<file path="config.mk">
export PLATFORM = sky130hd
export DESIGN_NAME = estop_safety_interlock_core
export DESIGN_NICKNAME = d
export VERILOG_FILES = /design/src/hw/rtl/esi_pkg.sv /design/src/hw/rtl/esi_front.sv /design/src/hw/rtl/esi_queue.sv /design/src/hw/rtl/esi_back.sv /design/src/hw/rtl/estop_safety_interlock_core.sv
export SDC_FILE = /design/constraint.sdc
export NUM_CORES = 1
export LEC_CHECK = 0
export BUFFER_PORTS_ARGS = -buffer_cell sky130_fd_sc_hd__buf_4
export CORE_UTILIZATION = 56
export DETAILED_ROUTE_END_ITERATION = 10
export PLACE_DENSITY = 0.77
export SLEW_MARGIN = 20
export SYNTH_ARGS = -nofsm -noshare
export SYNTH_HDL_FRONTEND = slang
export SYNTH_SLANG_ARGS = --single-unit
</file>
<file path="constraint.sdc">
create_clock -name clk_i -period 6.2 [get_ports clk_i]
set_clock_uncertainty 0.15 [all_clocks]
set_input_delay 1.24 -clock clk_i [delete_from_list [all_inputs] [get_ports clk_i]]
set_output_delay 1.24 -clock clk_i [all_outputs]
set_load 0.02 [all_outputs]
</file>
<file path="src/hw/rtl/esi_pkg.sv">
// Shared types and constants for the e-stop safety interlock.
package esi_pkg;

  // Configuration register indexes.
  typedef enum logic [2:0] {
    CFG_OVERRIDE   = 3'd0,
    CFG_OC_LIMIT   = 3'd1,
    CFG_OC_TIME    = 3'd2,
    CFG_IDLE_CNT   = 3'd3,
    CFG_RUN_CNT    = 3'd4,
    CFG_HOMING_CNT = 3'd5,
    CFG_LINGER     = 3'd6,
    CFG_SW_CNT     = 3'd7
  } cfg_idx_e;

  localparam int unsigned CfgDataW = 16;

  // Reset values of the configuration registers.
  localparam logic [14:0] OcLimitRst   = 15'd10000;
  localparam logic [15:0] OcTimeRst    = 16'd200;
  localparam logic [7:0]  IdleCntRst   = 8'd8;
  localparam logic [7:0]  RunCntRst    = 8'd75;
  localparam logic [7:0]  HomingCntRst = 8'd225;
  localparam logic [7:0]  LingerRst    = 8'd100;
  localparam logic [7:0]  SwCntRst     = 8'd5;

  // Live configuration.
  typedef struct packed {
    logic        override_en;
    logic [14:0] oc_limit;
    logic [15:0] oc_time;
    logic [7:0]  idle_cnt;
    logic [7:0]  run_cnt;
    logic [7:0]  homing_cnt;
    logic [7:0]  linger;
    logic [7:0]  sw_cnt;
  } cfg_t;

  // A classified tick as it sits in the queue (timestamp travels beside it).
  typedef struct packed {
    logic estop_in;
    logic sel_raw;
    logic rst_raw;
    logic over;
    logic homing;
    logic strict;
    logic joystick;
  } cls_t;

  localparam int unsigned ClsW = $bits(cls_t);

  // One result beat.
  typedef struct packed {
    logic relay_motor;
    logic relay_status;
    logic relay_mode;
    logic estop_active;
    logic select_mode;
    logic reset_active;
    logic emergency;
    logic fault_estop;
    logic overcurrent_fault;
    logic clear_other_faults;
    logic rehome_request;
  } res_t;

endpackage

</file>
<file path="src/hw/rtl/esi_front.sv">
// Front end: takes input beats and classifies them for the queue.
module esi_front #(
  parameter int unsigned TIME_WIDTH = 32
) (
  input  logic                          in_valid_i,
  output logic                          in_ready_o,
  input  logic                          estop_pressed_raw_i,
  input  logic                          select_raw_i,
  input  logic                          reset_raw_i,
  input  logic signed [15:0]            current_ma_i,
  input  logic [31:0]                   now_ms_i,
  input  logic                          motor_homing_i,
  input  logic                          motor_testing_i,
  input  logic                          joystick_mode_i,
  input  logic [14:0]                   oc_limit_i,
  output logic                          push_valid_o,
  input  logic                          push_ready_i,
  output esi_pkg::cls_t                 cls_o,
  output logic [TIME_WIDTH-1:0]         now_o
);
  import esi_pkg::*;

  logic signed [16:0] cur_s;
  logic signed [16:0] lim_s;

  // Accept whenever the queue has room.
  assign in_ready_o   = push_ready_i;
  assign push_valid_o = in_valid_i;

  // Magnitude check against the limit, widened so the negation cannot overflow.
  assign cur_s = {current_ma_i[15], current_ma_i};
  assign lim_s = signed'({2'b00, oc_limit_i});

  always_comb begin
    cls_o.estop_in  = estop_pressed_raw_i;
    cls_o.sel_raw   = select_raw_i;
    cls_o.rst_raw   = reset_raw_i;
    cls_o.over      = (cur_s > lim_s) || (cur_s < -lim_s);
    cls_o.homing    = motor_homing_i;
    cls_o.strict    = motor_homing_i | motor_testing_i;
    cls_o.joystick  = joystick_mode_i;
  end

  // Timestamp taken modulo the timer width.
  assign now_o = TIME_WIDTH'(now_ms_i);

endmodule

</file>
<file path="src/hw/rtl/esi_queue.sv">
// Two-entry queue between the classifying front end and the back end.
module esi_queue #(
  parameter int unsigned DW = 8
) (
  input  logic          clk_i,
  input  logic          rst_ni,
  input  logic          push_valid_i,
  output logic          push_ready_o,
  input  logic [DW-1:0] push_data_i,
  output logic          pop_valid_o,
  input  logic          pop_ready_i,
  output logic [DW-1:0] pop_data_o
);
  logic [DW-1:0] mem_q [2];
  logic          wr_ptr_q, wr_ptr_d;
  logic          rd_ptr_q, rd_ptr_d;
  logic [1:0]    count_q, count_d;
  logic          push, pop;

  assign push_ready_o = (count_q != 2'd2);
  assign pop_valid_o  = (count_q != 2'd0);
  assign pop_data_o   = mem_q[rd_ptr_q];
  assign push         = push_valid_i & push_ready_o;
  assign pop          = pop_valid_o & pop_ready_i;

  // Pointer and fill bookkeeping.
  always_comb begin
    wr_ptr_d = push ? ~wr_ptr_q : wr_ptr_q;
    rd_ptr_d = pop ? ~rd_ptr_q : rd_ptr_q;
    count_d  = count_q;
    if (push && !pop) begin
      count_d = count_q + 2'd1;
    end else if (pop && !push) begin
      count_d = count_q - 2'd1;
    end
  end

  always_ff @(posedge clk_i or negedge rst_ni) begin
    if (!rst_ni) begin
      wr_ptr_q <= 1'b0;
      rd_ptr_q <= 1'b0;
      count_q  <= 2'd0;
    end else begin
      wr_ptr_q <= wr_ptr_d;
      rd_ptr_q <= rd_ptr_d;
      count_q  <= count_d;
    end
  end

  // Storage, no reset needed.
  always_ff @(posedge clk_i) begin
    if (push) begin
      mem_q[wr_ptr_q] <= push_data_i;
    end
  end

endmodule

</file>
<file path="src/hw/rtl/esi_back.sv">
// Back end: debounce, overcurrent timing, emergency latch and relay drive.
module esi_back #(
  parameter int unsigned TIME_WIDTH = 32
) (
  input  logic                  clk_i,
  input  logic                  rst_ni,
  input  esi_pkg::cfg_t         cfg_i,
  input  logic                  pop_valid_i,
  output logic                  pop_ready_o,
  input  esi_pkg::cls_t         cls_i,
  input  logic [TIME_WIDTH-1:0] now_i,
  output logic                  out_valid_o,
  input  logic                  out_ready_i,
  output esi_pkg::res_t         res_o
);
  import esi_pkg::*;

  logic [7:0]            estop_cnt_q, estop_cnt_d;
  logic [7:0]            linger_q, linger_d;
  logic [7:0]            sel_cnt_q, sel_cnt_d;
  logic                  sel_lvl_q, sel_lvl_d;
  logic                  sel_known_q, sel_known_d;
  logic [7:0]            rst_cnt_q, rst_cnt_d;
  logic                  over_timing_q, over_timing_d;
  logic [TIME_WIDTH-1:0] over_start_q, over_start_d;
  logic                  emer_q, emer_d;
  logic                  efault_q, efault_d;
  logic                  ofault_q, ofault_d;
  logic                  motor_q, motor_d;
  logic                  status_q, status_d;
  logic                  mode_q, mode_d;
  logic                  out_valid_q, out_valid_d;
  res_t                  res_q, res_d;

  logic                  pop;
  logic [7:0]            thr;
  logic [7:0]            sel_inc;
  logic                  estop_act;
  logic                  rst_act;
  logic [TIME_WIDTH-1:0] elapsed;
  logic                  rehome;
  logic                  clear_other;

  // The output register frees up when its beat is taken.
  assign pop_ready_o = !out_valid_q || out_ready_i;
  assign pop         = pop_valid_i & pop_ready_o;

  // One tick of the interlock.
  always_comb begin
    estop_cnt_d   = estop_cnt_q;
    sel_cnt_d     = sel_cnt_q;
    sel_lvl_d     = sel_lvl_q;
    sel_known_d   = sel_known_q;
    rst_cnt_d     = rst_cnt_q;
    over_timing_d = over_timing_q;
    over_start_d  = over_start_q;
    emer_d        = emer_q;
    efault_d      = efault_q;
    ofault_d      = ofault_q;
    motor_d       = motor_q;
    status_d      = status_q;
    mode_d        = mode_q;
    rehome        = 1'b0;
    clear_other   = 1'b0;
    sel_inc       = (sel_cnt_q != 8'hFF) ? sel_cnt_q + 8'd1 : sel_cnt_q;

    // Strict window reloads while the motor relay was on last tick.
    if (motor_q) begin
      linger_d = cfg_i.linger;
    end else if (linger_q != 8'd0) begin
      linger_d = linger_q - 8'd1;
    end else begin
      linger_d = 8'd0;
    end
    if (linger_d != 8'd0) begin
      thr = cls_i.strict ? cfg_i.homing_cnt : cfg_i.run_cnt;
    end else begin
      thr = cfg_i.idle_cnt;
    end

    // E-stop debounce.
    if (cls_i.estop_in) begin
      if (estop_cnt_q < thr) begin
        estop_cnt_d = estop_cnt_q + 8'd1;
      end
    end else begin
      estop_cnt_d = 8'd0;
    end
    estop_act = (estop_cnt_d >= thr);

    // Mode switch debounce; the first read after reset is taken as is.
    if (!sel_known_q) begin
      sel_lvl_d   = cls_i.sel_raw;
      sel_known_d = 1'b1;
    end else if (cls_i.sel_raw != sel_lvl_q) begin
      if (sel_inc >= cfg_i.sw_cnt) begin
        sel_lvl_d = cls_i.sel_raw;
        sel_cnt_d = 8'd0;
      end else begin
        sel_cnt_d = sel_inc;
      end
    end else begin
      sel_cnt_d = 8'd0;
    end

    // Reset button debounce.
    if (cls_i.rst_raw) begin
      if (rst_cnt_q < cfg_i.sw_cnt) begin
        rst_cnt_d = rst_cnt_q + 8'd1;
      end
    end else begin
      rst_cnt_d = 8'd0;
    end
    rst_act = (rst_cnt_d >= cfg_i.sw_cnt);

    // Sustained overcurrent trip; the timer starts on the first over tick.
    over_start_d = over_timing_q ? over_start_q : now_i;
    elapsed      = now_i - over_start_d;
    if (!cfg_i.override_en && cls_i.over) begin
      over_timing_d = 1'b1;
      if (elapsed >= TIME_WIDTH'(cfg_i.oc_time)) begin
        ofault_d = 1'b1;
        emer_d   = 1'b1;
        motor_d  = 1'b0;
        status_d = 1'b1;
      end
    end else begin
      over_timing_d = 1'b0;
      over_start_d  = over_start_q;
      if (!emer_q) begin
        ofault_d = 1'b0;
      end
    end

    // Emergency latch.
    if (estop_act) begin
      emer_d   = 1'b1;
      efault_d = 1'b1;
      rehome   = !cls_i.homing;
    end else if (rst_act) begin
      emer_d = 1'b0;
      if (!cfg_i.override_en) begin
        efault_d    = 1'b0;
        clear_other = 1'b1;
      end
    end

    // Relays follow the latch unless held by override.
    if (!cfg_i.override_en) begin
      status_d = emer_d;
      motor_d  = !emer_d;
      mode_d   = cls_i.joystick;
    end

    res_d.relay_motor        = motor_d;
    res_d.relay_status       = status_d;
    res_d.relay_mode         = mode_d;
    res_d.estop_active       = estop_act;
    res_d.select_mode        = sel_lvl_d;
    res_d.reset_active       = rst_act;
    res_d.emergency          = emer_d;
    res_d.fault_estop        = efault_d;
    res_d.overcurrent_fault  = ofault_d;
    res_d.clear_other_faults = clear_other;
    res_d.rehome_request     = rehome;

    if (pop) begin
      out_valid_d = 1'b1;
    end else if (out_ready_i) begin
      out_valid_d = 1'b0;
    end else begin
      out_valid_d = out_valid_q;
    end
  end

  // Interlock state advances once per popped beat.
  always_ff @(posedge clk_i or negedge rst_ni) begin
    if (!rst_ni) begin
      estop_cnt_q   <= 8'd0;
      linger_q      <= 8'd0;
      sel_cnt_q     <= 8'd0;
      sel_lvl_q     <= 1'b0;
      sel_known_q   <= 1'b0;
      rst_cnt_q     <= 8'd0;
      over_timing_q <= 1'b0;
      over_start_q  <= '0;
      emer_q        <= 1'b0;
      efault_q      <= 1'b0;
      ofault_q      <= 1'b0;
      motor_q       <= 1'b0;
      status_q      <= 1'b0;
      mode_q        <= 1'b0;
      out_valid_q   <= 1'b0;
    end else begin
      out_valid_q <= out_valid_d;
      if (pop) begin
        estop_cnt_q   <= estop_cnt_d;
        linger_q      <= linger_d;
        sel_cnt_q     <= sel_cnt_d;
        sel_lvl_q     <= sel_lvl_d;
        sel_known_q   <= sel_known_d;
        rst_cnt_q     <= rst_cnt_d;
        over_timing_q <= over_timing_d;
        over_start_q  <= over_start_d;
        emer_q        <= emer_d;
        efault_q      <= efault_d;
        ofault_q      <= ofault_d;
        motor_q       <= motor_d;
        status_q      <= status_d;
        mode_q        <= mode_d;
      end
    end
  end

  // Result payload register.
  always_ff @(posedge clk_i) begin
    if (pop) begin
      res_q <= res_d;
    end
  end

  assign out_valid_o = out_valid_q;
  assign res_o       = res_q;

endmodule

</file>
<file path="src/hw/rtl/estop_safety_interlock_core.sv">
// Top level of the e-stop safety interlock: config registers and datapath.
//
//   Channel   Direction  Handshake                  Beat contents
//   in        sink       in_valid_i / in_ready_o    raw levels, current, timestamp, modes
//   out       source     out_valid_o / out_ready_i  relays, debounced levels, faults, pulses
//   cfg       sink       cfg_valid_i / cfg_ready_o  register index and write data
//
// An input beat is classified and queued in the same cycle. It is stored in
// the two-entry queue, then popped into the back end, and its result is
// written to the output register; one beat per cycle is sustained while the
// output is taken. The single back-end state update per tick sets that rate.
// Reset clears all interlock state and loads the register defaults; no
// clearing pass is needed. When the output stalls, the output register and
// the two queue entries hold three beats before in_ready_o drops. Config
// writes are always taken.
module estop_safety_interlock_core #(
  parameter int unsigned TIME_WIDTH = 32
) (
  input  logic               clk_i,
  input  logic               rst_ni,
  input  logic               in_valid_i,
  output logic               in_ready_o,
  input  logic               estop_pressed_raw_i,
  input  logic               select_raw_i,
  input  logic               reset_raw_i,
  input  logic signed [15:0] current_ma_i,
  input  logic [31:0]        now_ms_i,
  input  logic               motor_homing_i,
  input  logic               motor_testing_i,
  input  logic               joystick_mode_i,
  output logic               out_valid_o,
  input  logic               out_ready_i,
  output logic               relay_motor_o,
  output logic               relay_status_o,
  output logic               relay_mode_o,
  output logic               estop_active_o,
  output logic               select_mode_o,
  output logic               reset_active_o,
  output logic               emergency_o,
  output logic               fault_estop_o,
  output logic               overcurrent_fault_o,
  output logic               clear_other_faults_o,
  output logic               rehome_request_o,
  input  logic               cfg_valid_i,
  output logic               cfg_ready_o,
  input  logic [2:0]         cfg_index_i,
  input  logic [esi_pkg::CfgDataW-1:0] cfg_data_i
);
  import esi_pkg::*;

  localparam int unsigned QW = ClsW + TIME_WIDTH;

  cfg_t                  cfg_q, cfg_d;
  logic                  push_valid, push_ready;
  cls_t                  front_cls;
  logic [TIME_WIDTH-1:0] front_now;
  logic                  pop_valid, pop_ready;
  logic [QW-1:0]         pop_data;
  cls_t                  back_cls;
  logic [TIME_WIDTH-1:0] back_now;
  res_t                  res;

  // Configuration registers.
  assign cfg_ready_o = 1'b1;

  always_comb begin
    cfg_d = cfg_q;
    if (cfg_valid_i) begin
      case (cfg_idx_e'(cfg_index_i))
        CFG_OVERRIDE:   cfg_d.override_en = cfg_data_i[0];
        CFG_OC_LIMIT:   cfg_d.oc_limit    = cfg_data_i[14:0];
        CFG_OC_TIME:    cfg_d.oc_time     = cfg_data_i[15:0];
        CFG_IDLE_CNT:   cfg_d.idle_cnt    = cfg_data_i[7:0];
        CFG_RUN_CNT:    cfg_d.run_cnt     = cfg_data_i[7:0];
        CFG_HOMING_CNT: cfg_d.homing_cnt  = cfg_data_i[7:0];
        CFG_LINGER:     cfg_d.linger      = cfg_data_i[7:0];
        CFG_SW_CNT:     cfg_d.sw_cnt      = cfg_data_i[7:0];
        default:        cfg_d = cfg_q;
      endcase
    end
  end

  always_ff @(posedge clk_i or negedge rst_ni) begin
    if (!rst_ni) begin
      cfg_q.override_en <= 1'b0;
      cfg_q.oc_limit    <= OcLimitRst;
      cfg_q.oc_time     <= OcTimeRst;
      cfg_q.idle_cnt    <= IdleCntRst;
      cfg_q.run_cnt     <= RunCntRst;
      cfg_q.homing_cnt  <= HomingCntRst;
      cfg_q.linger      <= LingerRst;
      cfg_q.sw_cnt      <= SwCntRst;
    end else begin
      cfg_q <= cfg_d;
    end
  end

  // Front end.
  esi_front #(
    .TIME_WIDTH(TIME_WIDTH)
  ) u_front (
    .in_valid_i         (in_valid_i),
    .in_ready_o         (in_ready_o),
    .estop_pressed_raw_i(estop_pressed_raw_i),
    .select_raw_i       (select_raw_i),
    .reset_raw_i        (reset_raw_i),
    .current_ma_i       (current_ma_i),
    .now_ms_i           (now_ms_i),
    .motor_homing_i     (motor_homing_i),
    .motor_testing_i    (motor_testing_i),
    .joystick_mode_i    (joystick_mode_i),
    .oc_limit_i         (cfg_q.oc_limit),
    .push_valid_o       (push_valid),
    .push_ready_i       (push_ready),
    .cls_o              (front_cls),
    .now_o              (front_now)
  );

  // Queue between the two halves.
  esi_queue #(
    .DW(QW)
  ) u_queue (
    .clk_i       (clk_i),
    .rst_ni      (rst_ni),
    .push_valid_i(push_valid),
    .push_ready_o(push_ready),
    .push_data_i ({front_cls, front_now}),
    .pop_valid_o (pop_valid),
    .pop_ready_i (pop_ready),
    .pop_data_o  (pop_data)
  );

  assign back_cls = cls_t'(pop_data[QW-1:TIME_WIDTH]);
  assign back_now = pop_data[TIME_WIDTH-1:0];

  // Back end.
  esi_back #(
    .TIME_WIDTH(TIME_WIDTH)
  ) u_back (
    .clk_i      (clk_i),
    .rst_ni     (rst_ni),
    .cfg_i      (cfg_q),
    .pop_valid_i(pop_valid),
    .pop_ready_o(pop_ready),
    .cls_i      (back_cls),
    .now_i      (back_now),
    .out_valid_o(out_valid_o),
    .out_ready_i(out_ready_i),
    .res_o      (res)
  );

  assign relay_motor_o        = res.relay_motor;
  assign relay_status_o       = res.relay_status;
  assign relay_mode_o         = res.relay_mode;
  assign estop_active_o       = res.estop_active;
  assign select_mode_o        = res.select_mode;
  assign reset_active_o       = res.reset_active;
  assign emergency_o          = res.emergency;
  assign fault_estop_o        = res.fault_estop;
  assign overcurrent_fault_o  = res.overcurrent_fault;
  assign clear_other_faults_o = res.clear_other_faults;
  assign rehome_request_o     = res.rehome_request;

endmodule

</file>
Yosys cells after proc, flatten, opt, wreduce, memory -nomap -nowiden:

Memory sizes are Yosys's and may differ from the RTL's.
Cells that the tools add are included.
W data, S select, Z words.

* $add $sub $neg: 8
* $lt $le $gt $ge: 8
* eq/ne operators: 10
* mux-type cells: 40
* bitwise operators: 6
* reductions and logical operators: 28

Operators with widths (number)
* $mux W8: 11
* $ge A32 B16 Y1: 1
* $mux W32: 1
* $sub A32 B32 Y32: 1
* $mux W1: 26
* $add A8 B1 Y8 const B: 3
* $ge A8 B8 Y1: 3
* $reduce_and A2 Y1: 10
* $lt A16 B17 Y1: 1
* $neg A15 Y17: 1
* $gt A16 B16 Y1: 1
* $lt A8 B8 Y1: 2
* $reduce_bool A8 Y1: 2
* $eq A3 B3 Y1 const B: 4
* $ne A8 B8 Y1 const B: 1
* $sub A8 B1 Y8 const B: 1
* $eq A3 B2 Y1 const B: 2
* $logic_not A1 Y1: 6
* $reduce_bool A2 Y1: 3
* $mux W2: 2
* $eq A3 B1 Y1 const B: 1
* $logic_and A1 B1 Y1: 3
* $logic_not A3 Y1: 1
* $not A1 Y1: 3
* 8 further kinds: 10

* bits in registers: 161
* memory bits (writable): 78
* word-level logic and storage cells: 138
* memories: 1

Memories
* u_queue.mem_q: depth 2, bits a word 39, read ports 1, clocked after Yosys merged registers in 0, wr ports 1, line esi_queue.sv:14 `logic [DW-1:0] mem_q [2];`

Longest topological paths before layout:

Gate-level depths: netlist (run 1).

* depth in word-level cells: 12
* mapped depth: 30

By module:

Synthesis (run 1) repeated with hierarchy kept, for this count alone.

* cells, all modules: 1367
* area total of the unflattened synthesis: 14911.8 um^2

Modules (own cells, without submodules)
* esi_back: times used 1, cells each 895, area an instance 7658.6 um^2, sequential area each 2182.1 um^2
* esi_queue: times used 1, cells each 139, area an instance 3032.9 um^2, sequential area each 2442.3 um^2
* estop_safety_interlock_core: times used 1, cells each 163, area an instance 2919.0 um^2, sequential area each 1829.3 um^2
* esi_front: times used 1, cells each 170, area an instance 1301.2 um^2, sequential area each 0.0 um^2

Least setup slack after synthesis (run 1):

Ideal clock, no wire load.

* path type: reg2reg
* from: reg u_queue.rd_ptr_q
* to: reg u_back.res_q, in the netlist u_back.res_o[9] (data pin)
* data arrival time: 5378 ps
* required time: 5784 ps
* setup slack: 406 ps
* cell stages (with the launch flop): 25
* path buffers: 3
* period minus slack after synthesis: 5794 ps
* cells stage by stage: dfrtp_1 -> clkbuf_1 -> buf_1 -> clkbuf_1 -> mux2_2 -> mux2i_1 -> ha_1 -> and2_1 -> a221o_1 -> or2_2 -> a31oi_1 -> o21bai_1 -> a21oi_1 -> xnor2_1 -> ha_1 -> nand3_1 -> a21oi_1 -> a211oi_1 -> o211ai_1 -> nor4b_1 -> o211ai_1 -> a2111oi_2 -> a41oi_1 -> o21bai_2 -> a21oi_1

* cells in the longest elaborated chain, start to end: 9
* elaborated cells between the ends (all ways): 20

Ends and longest elaborated chain
* start, declared: line esi_queue.sv:16 `logic rd_ptr_q, rd_ptr_d;`
* start signal, assigned: line esi_queue.sv:45 `rd_ptr_q <= rd_ptr_d;`
* $mem_v2 Z2 W39 (*)
* $mux W32 / $mux W8 (equally long branches): line esi_back.sv:117, esi_back.sv:76
* $sub A32 B32 Y32 / $mux W8 (equally long branches): line esi_back.sv:118, esi_back.sv:75
* $ge A32 B16 Y1 / $lt A8 B8 Y1 (equally long branches): line esi_back.sv:121, esi_back.sv:83
* $mux W1 / $mux W8 (equally long branches): line esi_back.sv:121, esi_back.sv:83
* $mux W1 / $mux W8 (equally long branches): line esi_back.sv:119, esi_back.sv:82
* $mux W1 / $ge A8 B8 Y1 (equally long branches): line esi_back.sv:140, esi_back.sv:89
* $mux W1: line esi_back.sv:136 `if (estop_act) begin`
* $mux W1 (*): line esi_back.sv:149 `if (!cfg_i.override_en) begin`
* via u_back.status_d: line esi_back.sv:30 `logic status_q, status_d;`
* end signal, assigned: line esi_back.sv:218 `res_q <= res_d;`
* end, declared: line esi_back.sv:33 `res_t res_q, res_d;`

The timed path passes the listed nets; every way through them passes the cells marked *.
A chain may end at the register's enable or synchronous reset.

Final worst setup path (run 1):

Same ends and word-level chain as after synthesis.

==> results of run 1 <==
-- state kept, by name, indices dropped and copies added (netlist names) --
register and flops:
u_back.sel_cnt_q 8, u_back.sel_known_q 1, u_queue.rd_ptr_q 1, u_back.estop_cnt_q 8, u_back.linger_q 8, u_back.over_timing_q 1, u_queue.wr_ptr_q 1, u_back.efault_q 1
u_back.res_o 11, u_back.rst_cnt_q 8, u_back.mode_q 1, u_back.sel_lvl_q 1, u_back.ofault_q 1, u_back.status_q 1, u_back.emer_q 1, u_back.over_start_q 32
u_back.motor_q 1, u_back.out_valid_o 1, u_queue.mem_q 78, u_queue.count_q 2, cfg_q 72
-- metrics by stage --
stage / hold WS, ps / power (W) / std cells / utilization
2_1_floorplan: 296 / 0.00619 / 1367 / -
3_3_place_gp: 308 / 0.00722 / 1753 / 0.611
3_5_place_dp: 313 / 0.00737 / 1753 / 0.611
4_1_cts: 328 / 0.00893 / 1801 / 0.645
5_1_grt: 348 / 0.00968 / 1801 / 0.646
6_report: 331 / 0.00891 / 1801 / 0.646
-- layer usage --
metal | vias up | global-route usage
met4 | 0 | 0.0733
met2 | 214 | 0.434
li1 | 5177 | -
met3 | 52 | 0.0319
met1 | 4999 | 0.304
met5 | - | 0
-- final cells by class --
class	count	area share
Clock buffer	42	0.0483
Clock inverter	6	0.00394
Inverter	56	0.0130
Multi-Input combinational cell	1024	0.463
Sequential cell	239	0.398
Tap cell	330	0.0255
Timing Repair Buffer	104	0.0484
-- worst register-to-register path, cell delays in order (launching register included) --
cell       delay [ps]
dfrtp_2           680
mux2_2            420
mux2i_1           180
ha_1              310
and2_1            190
a221o_1           340
or2_2             330
a31oi_1           260
o21bai_1           90
a21oi_1           170
xnor2_1           150
ha_1              260
nand3_1           100
a21oi_1            60
a211oi_1          260
o211ai_1          110
nor4b_1           240
o211ai_1          150
a2111oi_2         410
a41oi_1           260
o21bai_2          300
a21oi_1           100
-- power by group through the flow --
stage / clock [W] / combinational [W] / sequential [W]
3_5_place_dp: 0 / 0.00487 / 0.00250
6_report: 0.00151 / 0.00492 / 0.00248
3_3_place_gp: 0 / 0.00474 / 0.00247
2_1_floorplan: 0 / 0.00378 / 0.00241
4_1_cts: 0.00155 / 0.00491 / 0.00247
5_1_grt: 0.00160 / 0.00555 / 0.00253
-- logic make-up after synthesis --
group                      Yosys count
AOI/OAI and AO/OA                  330
muxes                              135
xor gates and xnor gates            55
DFF                                239
and+or+nand+nor                    380
other                                1
buffers and inverters              104
adders and majority gates          123
-- cell usage in the layout (no fill, tap or decap), types with 22 or more instances in the layout --
cell type  count
ha_1         122
nand2_1      143
xnor2_1       40
inv_1         56
dfrtp_1      126
nor2_1        75
a21oi_1       69
mux2i_1       49
clkbuf_16     28
buf_4        103
dfstp_2       22
nand3_1       25
o21ai_0      123
a21o_1        31
edfxtp_1      89
mux2_2        85
-- worst paths after layout --
| check | startpoint | endpoint | slack [ps] |
|---|---|---|---|
| setup / recovery | u_queue.rd_ptr_q | u_back.res_o[9] | 390 |
| hold / removal | u_back.over_start_q[14] | u_back.over_start_q[14] | 330 |
| setup reg to reg | u_queue.rd_ptr_q | u_back.res_o[9] | 390 |
| hold reg to reg | u_back.over_start_q[14] | u_back.over_start_q[14] | 330 |
| max in group asynchronous | rst_ni | u_back.over_start_q[18] | 4010 |
| min in group asynchronous | rst_ni | u_back.estop_cnt_q[1] | 690 |
==> run metrics, run 1 <==
status=finished, violations left; failing checks=DRC; Sequential Area=6460 um2; initial drt markers=665; Bufs and invs on worst path=0; Core ar.=25100 um2; Post-Syn Area per Cell=10.5 um2; Commonest cells post-synth=nand2_1 (143), dfrtp_1 (128), o21ai_0 (124); EDFF count, synth=89; Slew Limit Fails=0; largest net degree at the start of global routing=105; most frequent cell after synthesis=nand2_1; overall routing resource usage=0.242; Synth Area in XOR/XNOR=0.0337; Slowest cell on crit path=dfrtp_2; final setup margin=387 ps; setup TNS=0 ps; Crit Path Class=reg2reg; Mapped Nets=1568; die span in x=162 um; Area Overhead vs Synth=13.2%; cell repeated most along the worst path=a21oi_1; Final Cycle Share=0.938; hold depth=2; Via density=5.80; share of the yosys chip area belonging to registers=0.451; largest family of logic cells by synthesized area=compound AO/OA/AOI/OAI gates; Worst slew margin=0.284; CTS tree=done; post-synth top area share=0.224; FMAX=0.172 GHz; met2 WL=15.3 mm; Peak VDD IR=0.368 mV; yosys warns=0; clk slew on worst S/H paths=60 ps; Root Driver=clkbuf_16; CTS Sinks=239; asr flop ratio synth=0.628; Antenna Violating Nets Remaining=0; post-CTS resize count=0; Flop pwr share=0.278; vias in the first global route=10600; Clk pwr share=0.170; num ports=92; Max H-tree Level=1; DP Worst Slack=186 ps; Crit path largest cell delay=680 ps; worst slew pin tran=1070 ps; Final HPWL DP=22.2 mm; multiplexer area fraction after synthesis=0.102; CTS buffer count=26; Met3 Wirelength=1.08 mm; Layout Nets=1652; vias=10400; #FFs+latches synth=239; Power Dens Cells=550 nW/um2; Syn Std Cell Area=14300 um2; Worst setup EP type=flop; Filler cells=2059; Cells after Synth=1367; Die H=162 um; Port Buffers=90; WP data arrival=5930 ps; Top Layer Used=met4; area leader, netlist=dfrtp_1; final hold violations=0; M1 WL=13.6 mm; post-synthesis cell type count=80; Net Switching=0.00375 W; Critical Path Source Type=flop; first-pass GRT wire length=51.5 mm; Area contributors post-synth=dfrtp_1 (22%), edfxtp_1 (19%), ha_1 (11%); GR Overflow Total=0; # diodes=0; Routed WL per cell=17.1 um; TritonRoute pass-1 iters=8; max-cap viol count=0; Multi-input gate area=7500 um2; Initial Utilization=0.570; Final Setup Violations=0; layout cell share with drive strength beyond 1=0.186; worst hold path class=reg2reg; site row count=58; worst-path maximum fanout=18; Comb power frac=0.552; Main synth FF type=dfrtp_1; initial antenna violation count=0; Crit path required time=6310 ps; Top Family by Delay on Critical Path=compound AO/OA/AOI/OAI gates; simple-gate portion of the synthesized area=0.129; post-layout min period=5810 ps; critical path, cell by cell=mux2_2, mux2i_1, ha_1, and2_1, a221o_1, or2_2, a31oi_1, o21bai_1, a21oi_1, xnor2_1, ha_1, nand3_1, a21oi_1, a211oi_1, o211ai_1, nor4b_1, o211ai_1, a2111oi_2, a41oi_1, o21bai_2, a21oi_1; RSZ-0062 raised after global routing=no; Compound-Gate Fraction of Synth Area=0.147; R2R depth=21; Die ar.=26200 um2; post-layout instance area=16200 um2; total setup buffers inserted after CTS=0; Internal Dissipation=0.00516 W; CP Depth=21; Synth Area in Adders=0.108; Clock Latency Late Sink=540 ps; GP Congestion=0.858; final wirelength=30.8 mm; DRC violations left=1; Switching Fraction=0.421; clock buffer depth=3; Static Leak=7.05 nW; Hold Buf Count CTS=0; DP Area=15300 um2
(Power assumes the default switching activity.)
==> run 2, diff against run 1 <==
--- a/config.mk
+++ b/config.mk
@@ -5,6 +5,7 @@
 export SDC_FILE = /design/constraint.sdc
 export NUM_CORES = 1
 export LEC_CHECK = 0
+export ABC_AREA = 1
 export BUFFER_PORTS_ARGS = -buffer_cell sky130_fd_sc_hd__buf_4
 export CORE_UTILIZATION = 56
 export DETAILED_ROUTE_END_ITERATION = 10
==> run 2 against run 1 <==
Against the previous run: the flow now finishes without violations; largest power group unchanged; combinational power grew 15%; largest cell class unchanged; via count grew 19%; setup slack gained 610 ps; highest routed layer unchanged.
==> run metrics, run 2 <==
WP data arrival=5450 ps (was 5930 ps); Commonest cells post-synth=nand2_1 (593), inv_1 (249), o21ai_0 (172) (was nand2_1 (143), dfrtp_1 (128), o21ai_0 (124)); yosys warns=0 (unchanged); Worst setup EP type=flop (unchanged); #FFs+latches synth=239 (unchanged); clk slew on worst S/H paths=60 ps (about the same); Mapped Nets=2103 (was 1568); Final Cycle Share=0.840 (was 0.938); final hold violations=0 (unchanged); critical path, cell by cell=inv_1, ha_1, nand2_2, nor2_4, nor2_2, a21boi_1, nand2_1, nor2_2, nand2_2, o21ai_0, ha_1, a21oi_1, nor2_1, a211oi_2, nand3_1, a21oi_1, ha_1, a21oi_1, o21a_1, nand3_1, nor3_1, a21oi_1, nand2_1, o21ai_0 (was mux2_2, mux2i_1, ha_1, and2_1, a221o_1, or2_2, a31oi_1, o21bai_1, a21oi_1, xnor2_1, ha_1, nand3_1, a21oi_1, a211oi_1, o211ai_1, nor4b_1, o211ai_1, a2111oi_2, a41oi_1, o21bai_2, a21oi_1); Final HPWL DP=25.4 mm (was 22.2 mm); post-CTS resize count=0 (unchanged); clock buffer depth=3 (unchanged); Antenna Violating Nets Remaining=0 (unchanged); max-cap viol count=0 (unchanged); Layout Nets=2189 (was 1652); largest family of logic cells by synthesized area=simple AND/OR/NAND/NOR gates (was compound AO/OA/AOI/OAI gates); Top Layer Used=met4 (unchanged); Core ar.=26000 um2 (was 25100 um2); asr flop ratio synth=0.628 (unchanged); Main synth FF type=dfrtp_1 (unchanged); area leader, netlist=dfrtp_1 (unchanged); layout cell share with drive strength beyond 1=0.0966 (was 0.186); Crit path largest cell delay=680 ps (about the same); status=finished clean (was finished, violations left); Power Dens Cells=574 nW/um2 (was 550 nW/um2); num ports=92 (unchanged); most frequent cell after synthesis=nand2_1 (unchanged); Synth Area in Adders=0.104 (was 0.108); GR Overflow Total=0 (unchanged); Syn Std Cell Area=14800 um2 (was 14300 um2); Bufs and invs on worst path=1 (was 0); Die ar.=27100 um2 (was 26200 um2); simple-gate portion of the synthesized area=0.239 (was 0.129); vias in the first global route=12000 (was 10600); CTS buffer count=26 (unchanged); TritonRoute pass-1 iters=5 (was 8); # diodes=0 (unchanged); Met3 Wirelength=1.36 mm (was 1.08 mm); initial antenna violation count=0 (unchanged); Peak VDD IR=0.345 mV (was 0.368 mV); Total Power=0.00961 W (was 0.00891 W); max reg flops=78 (unchanged); Static Leak=8.35 nW (was 7.05 nW); GP Congestion=0.919 (was 0.858); Final Setup Violations=0 (unchanged); initial drt markers=1007 (was 665); Area Overhead vs Synth=12.9% (was 13.2%); Root Driver=clkbuf_16 (unchanged); share of the yosys chip area belonging to registers=0.436 (was 0.451); Routed WL per cell=14.4 um (was 17.1 um); Crit path required time=6450 ps (was 6310 ps); post-layout min period=5210 ps (was 5810 ps); CTS tree=done (unchanged); Worst slew margin=0.232 (was 0.284); FMAX=0.192 GHz (was 0.172 GHz); Clock Latency Late Sink=540 ps (about the same); Final Non-Filler Cells=2343 (was 1801); first-pass GRT wire length=55.9 mm (was 51.5 mm); Cells after Synth=1902 (was 1367); Max H-tree Level=1 (unchanged); Slew Limit Fails=0 (unchanged); CTS Sinks=239 (unchanged); worst-path maximum fanout=15 (was 18); met2 WL=16.6 mm (was 15.3 mm); post-synth top area share=0.216 (was 0.224); most frequent cells in the layout=nand2_1 (593), inv_1 (249), o21ai_0 (172) (was nand2_1 (143), dfrtp_1 (126), o21ai_0 (123)); Post-Syn Area per Cell=7.79 um2 (was 10.5 um2); multiplexer area fraction after synthesis=0.00211 (was 0.102); Compound-Gate Fraction of Synth Area=0.120 (was 0.147); Die H=165 um (was 162 um); cell repeated most along the worst path=a21oi_1 (unchanged); total setup buffers inserted after CTS=0 (unchanged); final wirelength=33.7 mm (was 30.8 mm); worst slew pin tran=1140 ps (was 1070 ps); DRC violations left=0 (was 1); vias=12400 (was 10400); final setup margin=994 ps (was 387 ps); Top Family by Delay on Critical Path=compound AO/OA/AOI/OAI gates (unchanged); die span in x=165 um (was 162 um); worst hold path class=reg2reg (unchanged); post-synthesis cell type count=51 (was 80); RSZ-0062 raised after global routing=no (unchanged); Hold Buf Count CTS=0 (unchanged); placed insts=2295 (was 1753); Area contributors post-synth=dfrtp_1 (22%), edfxtp_1 (18%), nand2_1 (15%) (was dfrtp_1 (22%), edfxtp_1 (19%), ha_1 (11%)); M1 WL=14.6 mm (was 13.6 mm); Crit Path Class=reg2reg (unchanged); Slowest cell on crit path=a211oi_2 (was dfrtp_2); DP Worst Slack=1040 ps (was 186 ps); Initial Utilization=0.570 (about the same); Top reg by flops=u_queue.mem_q (unchanged); site row count=59 (was 58); EDFF count, synth=89 (unchanged); Via density=5.31 (was 5.80); biggest regs=u_queue.mem_q (78), cfg_q (72), u_back.over_start_q (32) (unchanged); Port Buffers=90 (unchanged); overall routing resource usage=0.255 (was 0.242); Synth Area in XOR/XNOR=0.0231 (was 0.0337); commonest non-fill, non-tap cell in the layout=nand2_1 (unchanged); post-layout util=0.644 (was 0.646); largest net degree at the start of global routing=97 (was 105); setup TNS=0 ps (unchanged); Critical Path Source Type=flop (unchanged)
-- run 2: cell count changes in the layout (fill, tap and decap cells not counted), moves of 30 or more --
cell and change:
nand3_1 +53, inv_1 +193, a21o_1 -30, a21oi_1 +61, mux2i_1 -47, xnor2_1 -37
mux2_2 -84, o21ai_0 +49, nand2_1 +450, nor2_1 +39
-- run 2: power breakdown --
part	switching (W)	leakage, nW	internal [W]
Sequential	0.000258	2.69	0.00214
Combinational	0.00369	5.24	0.00198
Clock	0.000623	0.415	0.000927
Total	0.00457	8.35	0.00505
-- run 2: cell families after synthesis --
family                     Yosys count
muxes                                3
and+or+nand+nor                    865
buffers and inverters              293
adders and majority gates          123
DFF                                239
AOI/OAI and AO/OA                  339
xor gates and xnor gates            39
other                                1
-- run 2: metal layers --
layer | up-vias | track usage
met5 | - | 0
met4 | 0 | 0.0930
met3 | 67 | 0.0306
met2 | 275 | 0.448
met1 | 5694 | 0.322
li1 | 6395 | -
-- run 2: metrics by stage --
step	cell area, um2	hold WS, ps
6_report	16700	323
5_1_grt	16700	351
4_1_cts	16700	325
3_5_place_dp	15900	317
3_3_place_gp	15800	311
2_1_floorplan	14800	296
-- run 2: worst paths after layout --
kind | startpoint | end | slack [ps] | depth (start not counted)
max | u_back.linger_q[0] | u_back.efault_q | 990 | 24
min | u_queue.count_q[0] | u_queue.count_q[0] | 320 | 1
max reg2reg | u_back.linger_q[0] | u_back.efault_q | 990 | 24
min reg2reg | u_queue.count_q[0] | u_queue.count_q[0] | 320 | 1
max in group asynchronous | rst_ni | u_back.over_timing_q | 3920 | 2
min in group asynchronous | rst_ni | u_back.rst_cnt_q[7] | 630 | 1
-- run 2: cell type report --
type	instances	area (um2)
Fill cell	2261	9250
Multi-Input combinational cell	1370	7280
Inverter	251	942
Tap cell	335	419
Clock buffer	37	712
Timing Repair Buffer	100	779
Sequential cell	239	6450
Clock inverter	11	150
==> run 3, diff against run 2 <==
--- a/config.mk
+++ b/config.mk
@@ -7,9 +7,9 @@
 export LEC_CHECK = 0
 export ABC_AREA = 1
 export BUFFER_PORTS_ARGS = -buffer_cell sky130_fd_sc_hd__buf_4
-export CORE_UTILIZATION = 56
+export CORE_UTILIZATION = 60
 export DETAILED_ROUTE_END_ITERATION = 10
-export PLACE_DENSITY = 0.77
+export PLACE_DENSITY = 0.79
 export SLEW_MARGIN = 20
 export SYNTH_ARGS = -nofsm -noshare
 export SYNTH_HDL_FRONTEND = slang
==> constraint.sdc (replaced) <==
create_clock -name clk_i -period 4.95 [get_ports clk_i]
set_clock_uncertainty 0.15 [all_clocks]
set_input_delay 0.99 -clock clk_i [delete_from_list [all_inputs] [get_ports clk_i]]
set_output_delay 0.99 -clock clk_i [all_outputs]
set_load 0.02 [all_outputs]
==> run 3 against run 2 <==
Against the previous run: sequential cell count did not move; via count rose by 2.6%; sequential power rose by 26%; worst hold slack improved by 11 ps; setup slack got worse by 560 ps; global-route usage rose by 2.4 points; clock power rose by 18%; critical endpoint is now u_back.emer_q; highest routed layer unchanged.
==> run metrics, run 3 (synthesized netlist as in run 2, its figures left out) <==
Die H=159 um (was 165 um); vias in the first global route=12300 (was 12000); cell repeated most along the worst path=nand2_1 (was a21oi_1); Routed WL per cell=15.0 um (was 14.4 um); GR Overflow Total=0 (unchanged); Clock Latency Late Sink=530 ps (was 540 ps); max reg flops=78 (unchanged); site row count=57 (was 59); RR Startpoint=u_back.over_timing_q (was u_back.linger_q[0]); overall routing resource usage=0.279 (was 0.255); Final HPWL DP=26.4 mm (was 25.4 mm); Via density=5.46 (was 5.31); final wirelength=35.0 mm (was 33.7 mm); Crit path required time=5180 ps (was 6450 ps); total setup buffers inserted after CTS=0 (unchanged); Port Buffers=90 (unchanged); Critical Path Source Type=flop (unchanged); die span in x=159 um (was 165 um); layout cell share with drive strength beyond 1=0.0994 (was 0.0966); DRC violations left=0 (unchanged); Worst slew margin=0.451 (was 0.232); Slowest cell on crit path=dfrtp_2 (was a211oi_2); max-cap viol count=0 (unchanged); initial drt markers=940 (was 1007); Top reg by flops=u_queue.mem_q (unchanged); Peak VDD IR=0.477 mV (was 0.345 mV); Area Overhead vs Synth=13.1% (was 12.9%); worst slew pin tran=821 ps (was 1140 ps); CTS Sinks=239 (unchanged); Root Driver=clkbuf_16 (unchanged); FMAX=0.222 GHz (was 0.192 GHz); CTS buffer count=26 (unchanged); first-pass GRT wire length=58.2 mm (was 55.9 mm); Max H-tree Level=1 (unchanged); RSZ-0062 raised after global routing=no (unchanged); origin of the worst min-delay path=cfg_q[38] (was u_queue.count_q[0]); Final Setup Violations=0 (unchanged); worst-path maximum fanout=36 (was 15); Worst setup EP type=flop (unchanged); Bufs and invs on worst path=1 (unchanged); Initial Utilization=0.611 (was 0.570); final hold violations=0 (unchanged); initial antenna violation count=1 (was 0); clock buffer depth=3 (unchanged); WP data arrival=4740 ps (was 5450 ps); largest net degree at the start of global routing=84 (was 97); Layout Nets=2194 (was 2189); Final Cycle Share=0.911 (was 0.840); num ports=92 (unchanged); Crit path largest cell delay=790 ps (was 680 ps); TritonRoute pass-1 iters=6 (was 5); Antenna Violating Nets Remaining=0 (unchanged); clk slew on worst S/H paths=60 ps (about the same); status=finished clean (unchanged); worst hold path class=reg2reg (unchanged); Setup crit start=u_back.over_timing_q (was u_back.linger_q[0]); GP Congestion=0.949 (was 0.919); vias=12800 (was 12400); Core ar.=24200 um2 (was 26000 um2); Static Leak=8.37 nW (was 8.35 nW); CTS tree=done (unchanged); Die ar.=25300 um2 (was 27100 um2); Power Dens Cells=722 nW/um2 (was 574 nW/um2); post-layout min period=4510 ps (was 5210 ps); Crit Path Class=reg2reg (unchanged); Top Family by Delay on Critical Path=simple AND/OR/NAND/NOR gates (was compound AO/OA/AOI/OAI gates); Total Power=0.0121 W (was 0.00961 W); Slew Limit Fails=0 (unchanged); commonest non-fill, non-tap cell in the layout=nand2_1 (unchanged); biggest regs=u_queue.mem_q (78), cfg_q (72), u_back.over_start_q (32) (unchanged); most frequent cells in the layout=nand2_1 (593), inv_1 (249), o21ai_0 (168) (was nand2_1 (593), inv_1 (249), o21ai_0 (172)); setup TNS=0 ps (unchanged)
run 3: cell types whose count changed in the layout (fill, tap and decap cells not counted), sizes merged:
cell	delta
buf	+5
bufinv	-3
clkbuf	+1
clkinvlp	+2
diode	+1
run 3: where the power goes:
part / switching [W] / leakage, nW / internal, W / total (W)
Combinational: 0.00472 / 5.30 / 0.00253 / 0.00725
Clock: 0.000768 / 0.384 / 0.00106 / 0.00183
Sequential: 0.000338 / 2.69 / 0.00268 / 0.00301
Total: 0.00583 / 8.37 / 0.00626 / 0.0121
run 3: area by class of cell:
cell class                      count  area, um2
Antenna cell                        1       2.50
Clock buffer                       38        757
Clock inverter                     10       55.1
Fill cell                        2023       7490
Inverter                          251        942
Multi-Input combinational cell   1370       7290
Sequential cell                   239       6450
Tap cell                          324        405
Timing Repair Buffer              105        842
run 3: repair_timing:
item                                    4_1_cts  5_1_grt
resized for setup                             0        8
hold buffers                                  0        0
endpoints found under the setup margin        0        7
run 3: path summary, 6_finish.rpt:
| kind | cells past startpoint | end | slack, ps |
|---|---|---|---|
| worst min-delay path | 2 | cfg_q[38] | 330 |
| worst min register to register | 2 | cfg_q[38] | 330 |
| worst max-delay path | 27 | u_back.emer_q | 440 |
| max in group asynchronous | 2 | cfg_q[69] | 3410 |
| worst max register to register | 27 | u_back.emer_q | 440 |
| min in group asynchronous | 1 | u_back.sel_cnt_q[4] | 360 |
run 3: metal layers:
metal  GRT usage  part of all wire  vias to the layer above
li1            -                 -                     6410
met1       0.349              0.43                     5963
met2       0.507              0.50                      312
met3      0.0276             0.040                       69
met4      0.0865             0.032                        0
met5           0                 0                        -
run 3: per-stage QoR:
step	utilization	std cells	setup WS [ps]	hold WS, ps	area [um2]
6_report	0.691	2338	438	333	16800
5_1_grt	0.691	2338	17.3	352	16800
4_1_cts	0.690	2337	303	332	16700
3_5_place_dp	0.657	2289	318	318	15900
3_3_place_gp	0.655	2287	514	309	15900
2_1_floorplan	-	1902	527	296	14800
run 3: worst reg2reg max path, stage by stage, from the launching register on:
cell	delay [ps]
dfrtp_2	790
nand2_1	100
o21ai_0	140
ha_1	200
inv_1	90
fa_1	440
nand3_1	110
nand3_1	210
nand2_1	120
nand2_1	110
nand3_1	100
nand2_1	80
xor2_1	150
ha_1	280
nand2_1	80
nor2_1	50
a211oi_1	190
nand2_1	90
nor2_1	90
nand2_1	60
nor2_1	80
nand4_1	110
nand2_1	150
nand2_1	70
nand2_1	100
nand2_1	80
nand2_1	60
o21ai_0	100
